File: src/http_request_line_parser_assert.svh
// Assertion macros for the HTTP request-line parser.
// Used by http_request_line_parser.sv; expects clk and rst_n in scope.
`ifndef HTTP_REQUEST_LINE_PARSER_ASSERT_SVH
`define HTTP_REQUEST_LINE_PARSER_ASSERT_SVH

// Same-cycle implication, checked out of reset.
`define HRLP_ASSERT_NOW(name, ante, cons, msg) \
    name: assert property (@(posedge clk) disable iff (!rst_n) (ante) |-> (cons)) \
        else $error(msg);

// Next-cycle implication, checked out of reset.
`define HRLP_ASSERT_NEXT(name, ante, cons, msg) \
    name: assert property (@(posedge clk) disable iff (!rst_n) (ante) |=> (cons)) \
        else $error(msg);

`endif

File: src/hrlp_pkg.sv
// Shared constants, types and character helpers for the HTTP request-line parser.
// No dependencies; imported by http_request_line_parser.
package hrlp_pkg;

    localparam int URI_COUNT_BITS = 16;
    localparam int LIMIT_W        = 16;
    localparam int CMP_W          = (URI_COUNT_BITS > LIMIT_W) ? URI_COUNT_BITS : LIMIT_W;
    localparam int PADDR_W        = 3;
    localparam int PDATA_W        = 32;
    localparam logic [LIMIT_W-1:0] LIMIT_RESET = 16'd2048;

    localparam int METHOD_GET_LEN  = 4;
    localparam int METHOD_HEAD_LEN = 5;
    localparam int PROTO_LEN       = 5;

    typedef enum logic [1:0] {
        VERDICT_OK  = 2'd0,
        VERDICT_400 = 2'd1,
        VERDICT_414 = 2'd2,
        VERDICT_501 = 2'd3
    } verdict_t;

    // Space, tab, LF, VT, FF, CR.
    function automatic logic is_ws(input logic [7:0] c);
        return (c == 8'd32) || ((c >= 8'd9) && (c <= 8'd13));
    endfunction

    function automatic logic is_digit(input logic [7:0] c);
        return (c >= 8'd48) && (c <= 8'd57);
    endfunction

    // Expected byte of "GET " or "HEAD " at a position; zero past the end.
    function automatic logic [7:0] method_char(input logic head, input logic [2:0] pos);
        logic [7:0] ch;
        ch = 8'd0;
        if (head)
        begin
            unique case (pos)
                3'd0:    ch = "H";
                3'd1:    ch = "E";
                3'd2:    ch = "A";
                3'd3:    ch = "D";
                3'd4:    ch = " ";
                default: ch = 8'd0;
            endcase
        end
        else
        begin
            unique case (pos)
                3'd0:    ch = "G";
                3'd1:    ch = "E";
                3'd2:    ch = "T";
                3'd3:    ch = " ";
                default: ch = 8'd0;
            endcase
        end
        return ch;
    endfunction

    // Expected byte of "HTTP/" at a position; zero past the end.
    function automatic logic [7:0] proto_char(input logic [2:0] pos);
        logic [7:0] ch;
        unique case (pos)
            3'd0:    ch = "H";
            3'd1:    ch = "T";
            3'd2:    ch = "T";
            3'd3:    ch = "P";
            3'd4:    ch = "/";
            default: ch = 8'd0;
        endcase
        return ch;
    endfunction

endpackage

File: src/http_request_line_parser.sv
// HTTP/1.x request-line parser: byte state machine, URI length counter, output register.
// Depends on hrlp_pkg and http_request_line_parser_assert.svh.
//
// Feed the request line one byte per input transfer (char_in), and close each line with a
// transfer that has is_terminator set; that transfer carries no byte and returns the parser
// to method matching. Every input transfer yields exactly one output transfer through the output register:
// uri_char_valid/uri_char pass URI bytes that fit the limit, verdict_valid/verdict flag the
// deciding byte (0 accepted, 1 = 400, 2 = 414, 3 = 501), and method_head tells GET from HEAD.
// The block takes one byte per clock and keeps doing so while the output register is drained
// every cycle; in_ready falls only while a finished result sits unaccepted in the output
// register. Each result is registered in that single output register. The URI limit lives at
// APB byte address 0 (low 16 bits); write it only while no line is in flight.
module http_request_line_parser (
    input  logic                          clk,
    input  logic                          rst_n,
    // byte input
    input  logic                          in_valid,
    output logic                          in_ready,
    input  logic [7:0]                    char_in,
    input  logic                          is_terminator,
    // result output
    output logic                          out_valid,
    input  logic                          out_ready,
    output logic                          uri_char_valid,
    output logic [7:0]                    uri_char,
    output logic                          verdict_valid,
    output logic [1:0]                    verdict,
    output logic                          method_head,
    // configuration
    input  logic                          psel,
    input  logic                          penable,
    input  logic                          pwrite,
    input  logic [hrlp_pkg::PADDR_W-1:0]  paddr,
    input  logic [hrlp_pkg::PDATA_W-1:0]  pwdata,
    output logic [hrlp_pkg::PDATA_W-1:0]  prdata,
    output logic                          pready
);
    import hrlp_pkg::*;

    typedef enum logic [3:0] {
        PH_METHOD = 4'd0,
        PH_WS1    = 4'd1,
        PH_URI    = 4'd2,
        PH_WS2    = 4'd3,
        PH_PROTO  = 4'd4,
        PH_MAJOR  = 4'd5,
        PH_DOT    = 4'd6,
        PH_MINOR  = 4'd7,
        PH_DONE   = 4'd8
    } phase_t;

    localparam logic [CMP_W-1:0] COUNT_MAX = CMP_W'({URI_COUNT_BITS{1'b1}});

    // Parser state
    phase_t                    phase_reg, phase_next;
    logic [2:0]                pos_reg, pos_next;
    logic                      head_reg, head_next;
    logic [URI_COUNT_BITS-1:0] count_reg, count_next;
    logic [LIMIT_W-1:0]        limit_reg;

    // Output register
    logic                      out_valid_reg;
    logic                      uv_reg;
    logic [7:0]                uc_reg;
    logic                      vv_reg;
    verdict_t                  vd_reg;
    logic                      head_out_reg;

    // Per-byte results
    logic                      uv_next;
    logic [7:0]                uc_next;
    logic                      vv_next;
    verdict_t                  vd_next;
    logic                      head_out_next;

    logic                      uri_go;
    logic                      proto_go;
    logic [2:0]                proto_pos;
    logic [CMP_W-1:0]          count_ext;
    logic [CMP_W-1:0]          limit_ext;
    logic [2:0]                method_len;
    logic                      in_fire;
    logic                      cfg_write;
    logic                      verdict_fire;
    logic                      term_fire;
    logic                      parser_clear;

    assign in_fire   = in_valid && in_ready;
    assign in_ready  = !out_valid_reg || out_ready;
    assign cfg_write = psel && penable && pwrite && pready;

    assign count_ext      = CMP_W'(count_reg);
    assign limit_ext      = CMP_W'(limit_reg);
    assign method_len     = head_reg ? 3'(METHOD_HEAD_LEN) : 3'(METHOD_GET_LEN);
    // Entering the protocol literal from whitespace starts at its first byte.
    assign proto_pos      = (phase_reg == PH_WS2) ? 3'd0 : pos_reg;

    always_comb
    begin
        phase_next    = phase_reg;
        pos_next      = pos_reg;
        head_next     = head_reg;
        count_next    = count_reg;
        uv_next       = 1'b0;
        uc_next       = 8'd0;
        vv_next       = 1'b0;
        vd_next       = VERDICT_OK;
        head_out_next = head_reg;
        uri_go        = 1'b0;
        proto_go      = 1'b0;

        if (is_terminator)
        begin
            // Early end before any verdict; then clear for the next line.
            if (phase_reg != PH_DONE)
            begin
                vv_next = 1'b1;
                vd_next = (phase_reg == PH_METHOD) ? VERDICT_501 : VERDICT_400;
            end
            phase_next = PH_METHOD;
            pos_next   = 3'd0;
            head_next  = 1'b0;
            count_next = '0;
        end
        else if (phase_reg != PH_DONE)
        begin
            if (char_in == 8'd0)
            begin
                vv_next = 1'b1;
                vd_next = (phase_reg == PH_METHOD) ? VERDICT_501 : VERDICT_400;
            end
            else
            begin
                unique case (phase_reg)
                    PH_METHOD:
                    begin
                        if (pos_reg == 3'd0)
                        begin
                            if (char_in == "G")
                            begin
                                head_next = 1'b0;
                                pos_next  = 3'd1;
                            end
                            else if (char_in == "H")
                            begin
                                head_next = 1'b1;
                                pos_next  = 3'd1;
                            end
                            else
                            begin
                                vv_next = 1'b1;
                                vd_next = VERDICT_501;
                            end
                        end
                        else if ((pos_reg < method_len) &&
                                 (char_in == method_char(head_reg, pos_reg)))
                        begin
                            if (pos_reg + 3'd1 == method_len)
                            begin
                                phase_next = PH_WS1;
                                pos_next   = 3'd0;
                            end
                            else
                            begin
                                pos_next = pos_reg + 3'd1;
                            end
                        end
                        else
                        begin
                            vv_next = 1'b1;
                            vd_next = VERDICT_501;
                        end
                    end
                    PH_WS1:
                    begin
                        if (!is_ws(char_in))
                        begin
                            phase_next = PH_URI;
                            uri_go     = 1'b1;
                        end
                    end
                    PH_URI:
                    begin
                        uri_go = 1'b1;
                    end
                    PH_WS2:
                    begin
                        if (!is_ws(char_in))
                        begin
                            phase_next = PH_PROTO;
                            proto_go   = 1'b1;
                        end
                    end
                    PH_PROTO:
                    begin
                        proto_go = 1'b1;
                    end
                    PH_MAJOR:
                    begin
                        if (!is_ws(char_in))
                        begin
                            if (is_digit(char_in))
                            begin
                                phase_next = PH_DOT;
                            end
                            else
                            begin
                                vv_next = 1'b1;
                                vd_next = VERDICT_400;
                            end
                        end
                    end
                    PH_DOT:
                    begin
                        if (char_in == ".")
                        begin
                            phase_next = PH_MINOR;
                        end
                        else
                        begin
                            vv_next = 1'b1;
                            vd_next = VERDICT_400;
                        end
                    end
                    PH_MINOR:
                    begin
                        if (!is_ws(char_in))
                        begin
                            vv_next = 1'b1;
                            vd_next = is_digit(char_in) ? VERDICT_OK : VERDICT_400;
                        end
                    end
                    default:
                    begin
                        vv_next = 1'b1;
                        vd_next = VERDICT_400;
                    end
                endcase

                if (uri_go)
                begin
                    if (char_in == 8'd32)
                    begin
                        if (count_ext > limit_ext)
                        begin
                            vv_next = 1'b1;
                            vd_next = VERDICT_414;
                        end
                        else
                        begin
                            phase_next = PH_WS2;
                        end
                    end
                    else
                    begin
                        // Saturate at limit+1 or at the counter's full value.
                        if ((count_ext <= limit_ext) && (count_ext < COUNT_MAX))
                        begin
                            count_next = count_reg + 1'b1;
                        end
                        if (CMP_W'(count_next) <= limit_ext)
                        begin
                            uv_next = 1'b1;
                            uc_next = char_in;
                        end
                    end
                end

                if (proto_go)
                begin
                    if ((proto_pos < 3'(PROTO_LEN)) && (char_in == proto_char(proto_pos)))
                    begin
                        if (proto_pos + 3'd1 == 3'(PROTO_LEN))
                        begin
                            phase_next = PH_MAJOR;
                            pos_next   = 3'd0;
                        end
                        else
                        begin
                            pos_next = proto_pos + 3'd1;
                        end
                    end
                    else
                    begin
                        vv_next = 1'b1;
                        vd_next = VERDICT_400;
                    end
                end
            end

            if (vv_next)
            begin
                phase_next = PH_DONE;
            end
            head_out_next = head_next;
        end
    end

    // Control state: parser, limit register, output valid.
    always_ff @(posedge clk or negedge rst_n)
    begin
        if (!rst_n)
        begin
            phase_reg     <= PH_METHOD;
            pos_reg       <= 3'd0;
            head_reg      <= 1'b0;
            count_reg     <= '0;
            limit_reg     <= LIMIT_RESET;
            out_valid_reg <= 1'b0;
        end
        else
        begin
            if (in_fire)
            begin
                phase_reg <= phase_next;
                pos_reg   <= pos_next;
                head_reg  <= head_next;
                count_reg <= count_next;
            end
            if (cfg_write && (paddr[2] == 1'b0))
            begin
                limit_reg <= pwdata[LIMIT_W-1:0];
            end
            if (in_fire)
            begin
                out_valid_reg <= 1'b1;
            end
            else if (out_ready)
            begin
                out_valid_reg <= 1'b0;
            end
        end
    end

    // Result payload: load on every accepted byte, hold otherwise.
    always_ff @(posedge clk)
    begin
        if (in_fire)
        begin
            uv_reg       <= uv_next;
            uc_reg       <= uc_next;
            vv_reg       <= vv_next;
            vd_reg       <= vd_next;
            head_out_reg <= head_out_next;
        end
    end

    assign out_valid      = out_valid_reg;
    assign uri_char_valid = uv_reg;
    assign uri_char       = uc_reg;
    assign verdict_valid  = vv_reg;
    assign verdict        = vd_reg;
    assign method_head    = head_out_reg;

    assign pready = 1'b1;
    assign prdata = (paddr[2] == 1'b0) ? PDATA_W'(limit_reg) : '0;

    // Terms for the checks below.
    assign verdict_fire = in_fire && !is_terminator && vv_next;
    assign term_fire    = in_fire && is_terminator;
    assign parser_clear = (phase_reg == PH_METHOD) && (count_reg == '0) && (pos_reg == 3'd0);

    `include "http_request_line_parser_assert.svh"

    `HRLP_ASSERT_NOW(a_uri_xor_verdict, out_valid_reg, !(uv_reg && vv_reg), "byte and verdict")
    `HRLP_ASSERT_NOW(a_uri_char_clear, out_valid_reg && !uv_reg, uc_reg == 8'd0, "uri_char set")
    `HRLP_ASSERT_NEXT(a_verdict_locks, verdict_fire, phase_reg == PH_DONE, "parser still active")
    `HRLP_ASSERT_NEXT(a_term_clears, term_fire, parser_clear, "terminator did not clear parser")

endmodule
File: config.mk
export PLATFORM = sky130hd
export DESIGN_NAME = http_request_line_parser
export DESIGN_NICKNAME = d
export VERILOG_FILES = /design/src/hrlp_pkg.sv /design/src/http_request_line_parser.sv
export VERILOG_INCLUDE_DIRS = /design/src /design/src/src
export SDC_FILE = /design/constraint.sdc
export NUM_CORES = 1
export LEC_CHECK = 0
export BUFFER_PORTS_ARGS = -buffer_cell sky130_fd_sc_hd__buf_4
export CORE_ASPECT_RATIO = 1.4
export CORE_MARGIN = 3
export CORE_UTILIZATION = 56
export DETAILED_ROUTE_END_ITERATION = 8
export GPL_TIMING_DRIVEN = 1
export PLACE_DENSITY = 0.81
export SLEW_MARGIN = 40
export SYNTH_ARGS = -nofsm -noshare
export SYNTH_HDL_FRONTEND = slang
export SYNTH_SLANG_ARGS = --single-unit
File: constraint.sdc
create_clock -name clk -period 4.5 [get_ports clk]
set_input_delay 0.675 -clock clk [delete_from_list [all_inputs] [get_ports clk]]
set_output_delay 0.675 -clock clk [all_outputs]
set_load 0.02 [all_outputs]
# [After elaboration in Yosys (flattened, before gate mapping)]
# Cells that the tools add are included.
# Widths: inputs -> output; s select.
[word_totals] ff_bits=54 latchBits=0 ramBits=0 rom_bits=0 in_bits=51 output_inout_bits=48 word_cells=197 memories=0
[classes] add_sub_neg=3 multipliers=0 div=0 magnitude_cmp=10 eq_ne=27 n_shift=0 mux=115 bitwise_logic=4 reduce_logical=27
[op_table] op="$mux 16" n=12
[op_table] op="$mux 8" n=10
[op_table] op="$mux 4" n=18
[op_table] op="$pmux 7 s4" n=2
[op_table] op="$mux 1" n=39
[op_table] op="$mux 3" n=13
[op_table] op="$le 16x16->1" n=2
[op_table] op="$mux 2" n=15
[op_table] op="$pmux 7 s3" n=1
[op_table] op="$pmux 4 s5" n=1
[op_table] op="$add 16x1->16 const B" n=1
[op_table] op="$eq 4x3->1 const B" n=4
[op_table] op="$eq 8x6->1 const B" n=2
[op_table] op="$eq 8x7->1 const B" n=2
[op_table] op="$eq 8x8->1" n=2
[op_table] op="$gt 16x16->1" n=1
[op_table] op="$lt 16x16->1 const B" n=1
[op_table] op="$eq 3x2->1 const B" n=4
[op_table] op="$eq 3x3->1 const B" n=3
[op_table] op="$logic_and 1x1->1" n=9
[op_table] op="$eq 4x2->1 const B" n=2
[op_table] op="$ge 8x4->1 const B" n=1
[op_table] op="$ge 8x6->1 const B" n=1
[op_table] op="$le 8x4->1 const B" n=1
[op_table] op="26 further kinds" n=39

# [Logic depth before layout (Yosys ltp)]
# Gate-level depths: netlist (run 1).
[logic_depth] ltp_word=24 mapped_depth=18

# [Least setup slack after synthesis (run 1)]
# OpenSTA, ideal clock, no wires.
[synth_timing] path_type="reg-to-reg" start="reg limit_reg[11] (netlist: limit_ext[11])" end="reg uc_reg[0] (netlist: uri_char[0]), data pin" setup_time_ns=0.281 t_arrival_ns=3.684 required_ns=4.219 path_slack_ns=0.535 stages_incl_launch_ff=16 n_path_buf=1 period_less_slack_ns=3.965 cell_sequence="dfstp_2 -> inv_1 -> ha_1 -> nand4_1 -> nor4_1 -> a31oi_1 -> clkbuf_1 -> nor3_1 -> nand3_1 -> xnor2_1 -> ha_1 -> nand4_1 -> nor2_1 -> mux2_2 -> a31oi_1 -> nor3b_1"
[synth_via] elab_chain_cells=11
[synth_rtl] item="from (decl)" line_no="http_request_line_parser.sv:59" text="logic [LIMIT_W-1:0] limit_reg;"
[synth_rtl] item="from (signal assigned)" line_no="http_request_line_parser.sv:322" text="limit_reg <= pwdata[LIMIT_W-1:0];"
[synth_rtl] item="$le 16x16->1" line_no="http_request_line_parser.sv:257" text="if ((count_ext <= limit_ext) && (count_ext < COUNT_MAX))"
[synth_rtl] item="$logic_and 1x1->1" line_no="http_request_line_parser.sv:257"
[synth_rtl] item="$mux 16" line_no="http_request_line_parser.sv:257"
[synth_rtl] item="$mux 16" line_no="http_request_line_parser.sv:242" text="if (char_in == 8'd32)"
[synth_rtl] item="$mux 16" line_no="http_request_line_parser.sv:240" text="if (uri_go)"
[synth_rtl] item="$mux 16" line_no="http_request_line_parser.sv:127" text="if (char_in == 8'd0)"
[synth_rtl] item="$mux 16" line_no="http_request_line_parser.sv:125" text="else if (phase_reg != PH_DONE)"
[synth_rtl] item="$mux 16" line_no="http_request_line_parser.sv:112" text="if (is_terminator)"
[synth_rtl] item="$le 16x16->1 *" line_no="http_request_line_parser.sv:261" text="if (CMP_W'(count_next) <= limit_ext)"
[synth_rtl] item="$not 1->1 (no source line) *"
[synth_rtl] item="$reduce_or 6->1 (no source line) *"
[synth_rtl] item="to (signal assigned)" line_no="http_request_line_parser.sv:341" text="uc_reg <= uc_next;"
[synth_rtl] item="to (decl)" line_no="http_request_line_parser.sv:64" text="logic [7:0] uc_reg;"
# Every way passes the cells marked *; elsewhere a longest branch is shown, timed or not. The select of a mux whose other input is x is not followed.
# A chain may end at the register's enable or synchronous reset.

# [Final worst setup path (run 1)]
[layout_timing] start="reg limit_reg[11] (netlist: limit_ext[11])" end="reg uc_reg[6] (netlist: uri_char[6]), data pin"
# The elaborated chain is that of the path after synthesis.

==> reports/metrics.cfg, run 1 <==
[timing]
finalMaxSlewViolations=0
period_needed_ns=4.241
whs_ns=0.3628
rsz0062_at_grt=false
setup_viol=0
relSlewSlack_pct=52.02
fin_crit_sh_pct=94.25
hold_violations=0
tightest_slew_ns=0.7159
max_freq_mhz=235.8
setup_tns_ns=0
fin_skew_ns=0.003707

[clock_tree]
clk_latency_ns=0.30
clk_pin_slew_ns=0.07
htree_levels=2
cts_tree=done
post-cts-setup-buffers=0
cts_root_buf=clkbuf_16
cts_made_buffers=5
clockBufferDepth=2
clkSinkCount=54

[synth]
netlist_top_cells_count=ha_1, dfrtp_1, nor2_1
synth_edf_count=13
synthAdderAreaFrac_pct=11.81
synth.area.top_cells=dfrtp_1, ha_1, edfxtp_1
synth_top_family_by_area=simple AND/OR/NAND/NOR gates
muxShareOfSynthArea_pct=4.463
synthXorXnorAreaFrac_pct=3.124
yosysWarnings=0
synth-seq-area-share_pct=29.75
yosysMostFrequentCell=ha_1
synth_cells=528
synth-main-ff-cell=dfrtp_1
netlist-cell-type-count=82
synth_area_per_cell_sq_um=9.026
synth_area_leader_cell=dfrtp_1
synth_top_area_share_pct=21.00
synth_area_sq_um=4766
async_flop_share_pct=75.93
synthSimpleGateAreaFrac_pct=22.26
synth_compound_area_share_pct=20.69
yosys_register_bits=54

[global_route]
grt_pass1_vias=4206
grtUsageTotal_pct=25.32
antenna_found_initial=0
grt_start_max_net_pins=42
grt-ovfl-total=0
grt_pass1_wl_um=19800

[critical_path]
worstRegToRegCells=17
cpMaxStageDelayCell=or4_4
end_kind=register
crit_path_start_kind=register
path_max_fanout=9
path_cells=inv_1 -> ha_1 -> nand4_1 -> nor4_2 -> a31oi_4 -> or4_4 -> nor2_1 -> xor2_1 -> ha_1 -> a21o_1 -> a21o_1 -> a21oi_1 -> o21a_1 -> mux2_2 -> a31oi_1 -> buf_4 -> nor3b_1
r2r-start=limit_ext[11]
slowest_delay_ns=0.59
worstPathRequired_ns=4.62
r2r_slack_ns=0.26
critical_path_arrival_ns=4.36
reg2reg_to=uri_char[6]
crit_type=reg -> reg

[drt]
drc=0
wirelength_um=12300
drt_iter0_markers=331
route.vias.total=4270
dr.pass1.iters=6
ant_nets=0
via_per_inst=6.243
wl_per_cell_um=17.98

[floorplan]
core_sq_um=8247
initial_core_util_pct=57.79
dieHeight_um=115.2
dieWidth_um=83.97
dieArea_sq_um=9669
pin_count=99
rows=39

[final_layout]
final_nets=677
final_cells=684
num_antenna_cells=0
syn2layout_area_growth_pct=14.41
drive_gt1_share_pct=21.31

[power_and_ir_drop]
p_int_mw=1.010
irDropWorstVdd_v=0.0002059
p_clk_share_pct=29.5
pwr-share-seq_pct=38.2
power.total_mw=1.502
p_leak_nw=2.382
p_per_area_nw_per_um2=275.4
p_sw_uw=491.1
p_sw_share_pct=32.71
power_frac_comb_pct=32.3

[place]
port-buffer-count=63
globalplace.congestion=0.9026
dp_cells=675
post-dp-hpwl_um=9336

[status]
status=finished clean

[flow_run]
maxCapViolations=0

[min_path]
worstHoldPathType=in -> async

==> metal layers <==
layer | up-vias | track usage [%] | part of all wire [%]
li1 | 2040 | - | -
met1 | 2039 | 27.35 | 38
met2 | 152 | 47.74 | 53
met3 | 39 | 3.943 | 4.8
met4 | 0 | 12.55 | 4.4
met5 | - | 0 | 0
==> cells by family after synthesis <==
group	Yosys count
DFF	54
AOI/OAI and AO/OA	133
muxes	19
other	2
xor gates and xnor gates	17
adders and majority gates	45
and+or+nand+nor	183
buffers and inverters	75
==> worst max-delay path, delay by kind of cell, from the launching register on <==
family                   cells  cell delay (ns)
adder cells (fa/ha/maj)      2             0.58
flip-flops                   1             0.53
AO/OA/AOI/OAI                6             0.84
AND/OR/NAND/NOR              5             1.53
XOR/XNOR                     1             0.18
buffers and inverters        2             0.25
multiplexers                 1             0.14
==> power groups by stage <==
stage / logic (mW) / clock network (mW) / registers [mW]
floorplan: 0.319 / 0 / 0.593
global placement: 0.459 / 0 / 0.582
detailed placement: 0.476 / 0 / 0.584
CTS: 0.482 / 0.451 / 0.574
global route: 0.531 / 0.472 / 0.579
finish: 0.484 / 0.443 / 0.574
==> metrics by stage <==
stage / setup WS, ns / util [%] / instance area (sq um)
3_3_place_gp: 0.3476 / 63.56 / 5241
3_5_place_dp: 0.2225 / 63.56 / 5241
4_1_cts: 0.1573 / 65.53 / 5404
6_report: 0.2588 / 66.12 / 5453
2_1_floorplan: 0.5353 / - / 4822
5_1_grt: 0.01335 / 66.12 / 5453
==> placed cells by master, fill, tap and decap left out, types with 6 or more instances in the layout <==
cell type  instances
nand2b_1           9
edfxtp_1          13
nand3_1           13
nand4_1           15
a21o_1             8
a31oi_1           15
nor2_1            39
nor3b_1           12
o21ai_0           19
inv_1             33
dfrtp_1           40
nor2b_1           14
ha_1              45
mux2_2            18
nor4_1             6
xnor2_1           12
buf_4             72
conb_1            17
o21a_1             9
nor3_1             7
nand2_1           27
a21oi_1           25
==> how the worst max path moves through the flow <==
stage                   from     endpoint
3_3_place_gp   limit_ext[11]  uri_char[3]
3_5_place_dp   limit_ext[11]  uri_char[6]
6_report       limit_ext[11]  uri_char[6]
5_1_grt        limit_ext[11]  uri_char[4]
4_1_cts        limit_ext[11]  uri_char[6]
2_1_floorplan  limit_ext[11]  uri_char[0]
==> cell type report <==
type / count / area, sq um
Tap cell: 102 / 127.6
Multi-Input combinational cell: 414 / 3077
Clock inverter: 1 / 30.03
Clock buffer: 7 / 132.6
Inverter: 34 / 127.6
Fill cell: 667 / 2794
Sequential cell: 54 / 1418
Timing Repair Buffer: 72 / 540.5
==> what timing repair did <==
action                                  4_1_cts  5_1_grt
endpoints found under the setup margin        0        9
hold buffers                                  0        0
gates resized for setup                       0        7
Note: power is estimated with default switching activity, not from simulation.
==> inputs of run 2 (changes only) <==
Settings changed: CTS_BUF_LIST from default to sky130_fd_sc_hd__clkbuf_16.
==> run 2 against run 1 <==
Against the previous run: wire length up 0.37%; largest power group unchanged; cell count unchanged; total power down 0.24%; combinational power about the same; non-clock buffer count unchanged; register-to-register slack about the same; worst hold slack about the same; die area unchanged; final area unchanged.
==> reports/metrics.cfg, run 2 (synthesis results as in run 1) <==
[clock_tree]
clk_latency_ns=0.30
clockBufferDepth=2
cts_hold_buffers=0
clk_pin_slew_ns=0.07
cts_root_buf=clkbuf_16
clkSinkCount=54
cts_tree=done
cts_made_buffers=5
htree_levels=2

[critical_path]
crit_type=reg -> reg
path_max_fanout=9
crit_path_start_kind=register
worstPathRequired_ns=4.62
cpMaxStageDelayCell=or4_4
critical_path_arrival_ns=4.36
end_kind=register
path_cells=inv_1 -> ha_1 -> nand4_1 -> nor4_2 -> a31oi_4 -> or4_4 -> nor2_1 -> xor2_1 -> ha_1 -> a21o_1 -> a21o_1 -> a21oi_1 -> o21a_1 -> mux2_2 -> a31oi_1 -> buf_4 -> nor3b_1
r2r_slack_ns=0.26
slowest_delay_ns=0.59

[global_route]
grt_pass1_wl_um=19800
grt_start_max_net_pins=42
grt_pass1_vias=4206
antenna_found_initial=0
grtUsageTotal_pct=25.32
grt-ovfl-total=0

[final_layout]
drive_gt1_share_pct=21.31
mostFrequentLayoutCells=buf_4, ha_1, dfrtp_1, nor2_1, inv_1
final_nets=677
num_antenna_cells=0
layout_commonest_cell=buf_4
syn2layout_area_growth_pct=14.41
fillers=667

[place]
post-dp-hpwl_um=9336
pre_cts_ws_ns=0.2225
port-buffer-count=63
globalplace.congestion=0.9026

[timing]
relSlewSlack_pct=51.62
hold_violations=0
finalMaxSlewViolations=0
max_freq_mhz=236.0
fin_skew_ns=0.003425
period_needed_ns=4.237
fin_crit_sh_pct=94.15
finalWorstSetupSlack_ns=0.2630
rsz0062_at_grt=false
setup_viol=0
tightest_slew_ns=0.7218
setup_tns_ns=0

[drt]
dr.pass1.iters=4
wl_per_cell_um=18.05
wirelength_um=12350
drc=0
route.vias.total=4225
ant_nets=0
via_per_inst=6.177
drt_iter0_markers=342

[floorplan]
dieWidth_um=83.97
initial_core_util_pct=57.79
rows=39
pin_count=99
dieArea_sq_um=9669
dieHeight_um=115.2
core_sq_um=8247

[status]
status=finished clean

[power_and_ir_drop]
p_per_area_nw_per_um2=274.7
p_leak_nw=2.390
irDropWorstVdd_v=0.0002064

[flow_run]
maxCapViolations=0

[min_path]
worstHoldPathType=in -> async

run 2: changes by cell type in the layout (fill, tap and decap cells not counted):
cell / change
clkbuf_1: -2
inv_1: +2
run 2: layer usage:
layer / track usage, % / wire length, um / up-vias / part of all wire, %
met5: 0 / 0 / - / 0
met3: 3.943 / 538 / 35 / 4.4
met2: 47.74 / 6532 / 134 / 53
met4: 12.55 / 539 / 0 / 4.4
met1: 27.35 / 4736 / 2012 / 38
li1: - / - / 2044 / -
run 2: final timing paths:
| kind | endpoint | from | depth (start not counted) |
|---|---|---|---|
| worst max-delay path | uri_char[6] | limit_ext[11] | 17 |
| worst min-delay path | count_ext[13] | rst_n | 1 |
| worst max register to register | uri_char[6] | limit_ext[11] | 17 |
| worst min register to register | limit_ext[4] | limit_ext[4] | 1 |
| max in group asynchronous | limit_ext[11] | rst_n | 1 |
| min in group clk | limit_ext[4] | limit_ext[4] | 1 |
run 2: repair_timing:
action | 4_1_cts | 5_1_grt
setup endpoints to repair | 0 | 9
buffers inserted | 0 | 0
gates resized for setup | 0 | 7
run 2: power breakdown:
| group | internal, mW | switching [mW] |
|---|---|---|
| clock network | 0.259 | 0.180 |
| registers | 0.552 | 0.0223 |
| logic | 0.195 | 0.290 |
| total | 1.01 | 0.492 |
run 2: final cells by class:
type | instances | area (sq um) | area share (%)
clock buffer | 5 | 125.1 | 2.295
clock inverter | 3 | 37.54 | 0.6884
inverter | 34 | 127.6 | 2.341
multi-input combinational | 414 | 3077 | 56.42
sequential | 54 | 1418 | 26.00
tap | 102 | 127.6 | 2.341
timing repair buffer | 72 | 540.5 | 9.913
run 2: worst max-delay path, delay by kind of cell (launching register included):
family | cells | cell delay (ns)
simple gates | 5 | 1.53
compound gates | 6 | 0.84
fa+ha+maj | 2 | 0.58
flops | 1 | 0.53
buf+inv | 2 | 0.25
xor+xnor | 1 | 0.18
mux | 1 | 0.14
run 2: metrics by stage:
stage          hold WS (ns)  power, mW  cells  instance area (sq um)  util [%]
2_1_floorplan        0.3794     0.9121    543                   4822         -
3_3_place_gp         0.4873      1.041    675                   5241     63.56
3_5_place_dp         0.4937      1.060    675                   5241     63.56
4_1_cts              0.3706      1.502    683                   5404     65.53
5_1_grt              0.3966      1.578    684                   5453     66.12
6_report             0.3631      1.498    684                   5453     66.12
